`src/rtl/core/pba_ram.sv`:
```
// ----------------------------------------------------------------------------
// Generic simple dual-port RAM
// One write port and one read port, read data registered. No reset on the
// storage.
// ----------------------------------------------------------------------------
`default_nettype none

module pba_ram #(
   parameter int WIDTH = 64,
   parameter int DEPTH = 64,
   localparam int ADDR_W = (DEPTH > 1) ? $clog2(DEPTH) : 1
) (
   input  wire logic              clock,
   input  wire logic              wr_en,
   input  wire logic [ADDR_W-1:0] wr_addr,
   input  wire logic [WIDTH-1:0]  wr_data,
   input  wire logic [ADDR_W-1:0] rd_addr,
   output logic      [WIDTH-1:0]  rd_data
);

   logic [WIDTH-1:0] mem [DEPTH];
   logic [WIDTH-1:0] rd_data_ff;

   // Write port and registered read port.
   always_ff @(posedge clock) begin
      if (wr_en) begin
         mem[wr_addr] <= wr_data;
      end
      rd_data_ff <= mem[rd_addr];
   end

   assign rd_data = rd_data_ff;

endmodule

`default_nettype wire

```
`config.mk`:
```
export PLATFORM = sky130hd
export DESIGN_NAME = pba_ram
export DESIGN_NICKNAME = d
export VERILOG_FILES = /design/src/rtl/core/pba_ram.sv
export SDC_FILE = /design/constraint.sdc
export NUM_CORES = 2
export LEC_CHECK = 0
export BUFFER_PORTS_ARGS = -buffer_cell sky130_fd_sc_hd__buf_2
export CAP_MARGIN = 20
export CELL_PAD_IN_SITES_DETAIL_PLACEMENT = 0
export CELL_PAD_IN_SITES_GLOBAL_PLACEMENT = 2
export CORE_MARGIN = 2
export CORE_UTILIZATION = 55
export DETAILED_ROUTE_END_ITERATION = 12
export PLACE_DENSITY_LB_ADDON = 0.1
export SYNTH_ARGS = -nofsm -noshare
export SYNTH_HDL_FRONTEND = slang
export SYNTH_SLANG_ARGS = --single-unit
```
`constraint.sdc`:
```
create_clock -name clock -period 10.95 [get_ports clock]
set_clock_uncertainty 0.05 [all_clocks]
set_input_delay 1.095 -clock clock [delete_from_list [all_inputs] [get_ports clock]]
set_output_delay 1.095 -clock clock [all_outputs]
set_load 0.03 [all_outputs]
```
==> summary.txt <==
TritonRoute pass-1 iters = 5
max-cap violations = 0
chip height = 537 um
Avg WL per Cell = 39.2 um
TNS Setup = 0 ps
GP Congestion = 0.785
Via density = 6.82
Post CTS Setup Buffer Count = 0
vias in the first global route = 75315
Avg Inst Size Synth = 23.7 um2
Critical Path AT = 4990 ps
Final ANT Viol Nets = 0
core footprint = 283000 um2
post_cts resized = 0
Slew Viols, Final = 0
Fmax = 235 MHz
most frequent cells in the layout = 4096 x edfxtp_1, 1024 x mux4_2, 425 x clkbuf_16, 204 x buf_4, 168 x a22oi_1
WP data required = 11680 ps
gr usage total = 0.306
total power = 33.3 mW
Seq/Total Area, Yosys = 0.795
IO Count = 142
placed wire-length estimate = 232 mm
LEAKAGE = 55.2 nW
HP Class = in2reg
final hold vios = 0
clk_lat worst skew = 970 ps
H-tree depth = 5
final setup fails = 0
hold_buf cts = 0
Distinct cells, synth = 33
Util after Layout = 0.624
clock transition at the registers of the reported paths = 60 ps
RSZ-0062 raised after global routing = false
DIE AREA = 289000 um2
worst setup margin = 6700 ps
CTS tree = yes
initial antenna violation count = 38
vias = 76051
largest net degree at the start of global routing = 122
final worst path period share = 0.388
hold_ws = 370 ps
Max Root-Sink Buffers = 4
critical path launch point type = primary input
worst path cell trace = buf_8 > buf_12 > buf_4 > buf_4 > mux4_2 > a22o_1 > nor2_1 > a211oi_1
IO Port Bufs = 141
Yosys Warn Count = 0
DR iter-0 viols = 11016
Cells after Synth = 6598
gr ovfl total = 0
post-synthesis register bit count = 4160
Post-layout nets = 7113
fin crit period = 4250 ps
Post-Syn Area = 156000 um2
Slowest-stage cell, CP = buf_4
DRC violations left = 0
CP Class = in2reg
pre-CTS setup slack = 5680 ps
maximum vdd drop = 0.000172 V
layout cell share with drive strength beyond 1 = 0.286
worst-path maximum fanout = 110
Power per Cell Area = 189 nW/um2
WL final = 437 mm
status = finished clean
Slew @ Worst Pin = 1240 ps
Rel. slew slack = 0.173
CP max stage delay = 750 ps
row count = 195
Critical Path Sink Type = flop
first-pass GRT wire length = 606 mm
Area Growth Syn to Fin = 12.8%
clk root buf = clkbuf_16
# clock sinks = 4160
starting density of the core = 0.553
syn_nets = 6676
Top cell by count, worst path = buf_4
die span in x = 537 um
commonest non-fill, non-tap cell in the layout = edfxtp_1
cts bufs inserted = 418
flip-flops by register name, indices dropped and copies added (netlist names):
name,cells
rd_data,64
mem,4096
final cells by class:
type                            instances  area [um2]
Timing Repair Buffer                  387        3140
Tap cell                             3743        4680
Inverter                               19        71.3
Sequential cell                      4160      124000
Multi-Input combinational cell       2049       30800
Antenna cell                           13        32.5
Clock buffer                          545       11300
Fill cell                           19167      106000
Clock inverter                        232        2070
through the flow:
| stage | cell area [um2] | instances |
|---|---|---|
| after global routing | 176000 | 11139 |
| after detailed placement | 162000 | 10329 |
| after global placement | 162000 | 10327 |
| final | 176000 | 11148 |
| after CTS | 176000 | 11106 |
| after floorplan | 156000 | 6598 |
worst paths after layout:
path                            slack, ps                    end             startpoint  cells past startpoint
worst min register to register        780    rd_data[62]$_DFF_P_  mem[44][62]$_DFFE_PP_                      4
worst max register to register       8710     rd_data[9]$_DFF_P_   mem[47][9]$_DFFE_PP_                      5
worst max-delay path                 6700    rd_data[38]$_DFF_P_             rd_addr[1]                      8
worst min-delay path                  370  mem[44][35]$_DFFE_PP_            wr_data[35]                      1
per-layer routing:
layer  track usage  share of wire  up-vias
li1              -              -    29385
met1         0.447           0.40    42031
met2         0.487           0.48     3919
met3        0.0469          0.087      706
met4        0.0877          0.031       10
met5             0        0.00012        -
where the power goes:
group | total, mW | internal, mW | switching (mW)
Sequential | 17.7 | 17.6 | 0.0906
Clock | 14.0 | 8.04 | 5.97
Combinational | 1.56 | 0.560 | 0.998
kinds of logic after synthesis:
| family | after synthesis | share of synthesized area |
|---|---|---|
| flops | 4160 | 0.795 |
| mux | 1159 | 0.156 |
| compound gates | 504 | 0.0248 |
| buf+inv | 389 | 0.0118 |
| simple gates | 386 | 0.0124 |
critical path, delay by kind of cell:
family | cells | cell delay [ps]
buffers and inverters | 4 | 2210
and+or+nand+nor | 1 | 400
muxes | 1 | 400
AOI/OAI and AO/OA | 2 | 380
cells in the mapped netlist:
library cell	instances	share of area
nand3_1	45	0.0014
nand4b_1	1	0.000056
o22ai_1	83	0.0033
buf_2	170	0.0054
o221ai_1	38	0.0021
or2_2	28	0.0011
and3_1	64	0.0026
buf_1	20	0.00048
clkbuf_1	140	0.0034
or3_1	29	0.0012
edfxtp_1	4096	0.79
mux4_2	1024	0.15
dfxtp_1	64	0.0082
nand2_1	58	0.0014
a22oi_1	168	0.0081
buf_6	6	0.00043
a211oi_1	63	0.0030
nand3b_1	2	0.000096
a2bb2oi_1	19	0.0011
or3b_2	1	0.000056
nor3_1	2	0.000064
a31o_1	1	0.000056
nor2b_1	28	0.0011
a41oi_1	26	0.0015
a31oi_1	18	0.00072
mux2i_1	135	0.0086
buf_4	34	0.0016
and2_1	3	0.00012
nand2b_1	11	0.00044
a22o_1	88	0.0049
nand4_1	2	0.000080
nor2_1	112	0.0027
inv_1	19	0.00046
No activity file was read; power rests on OpenSTA's default activity.
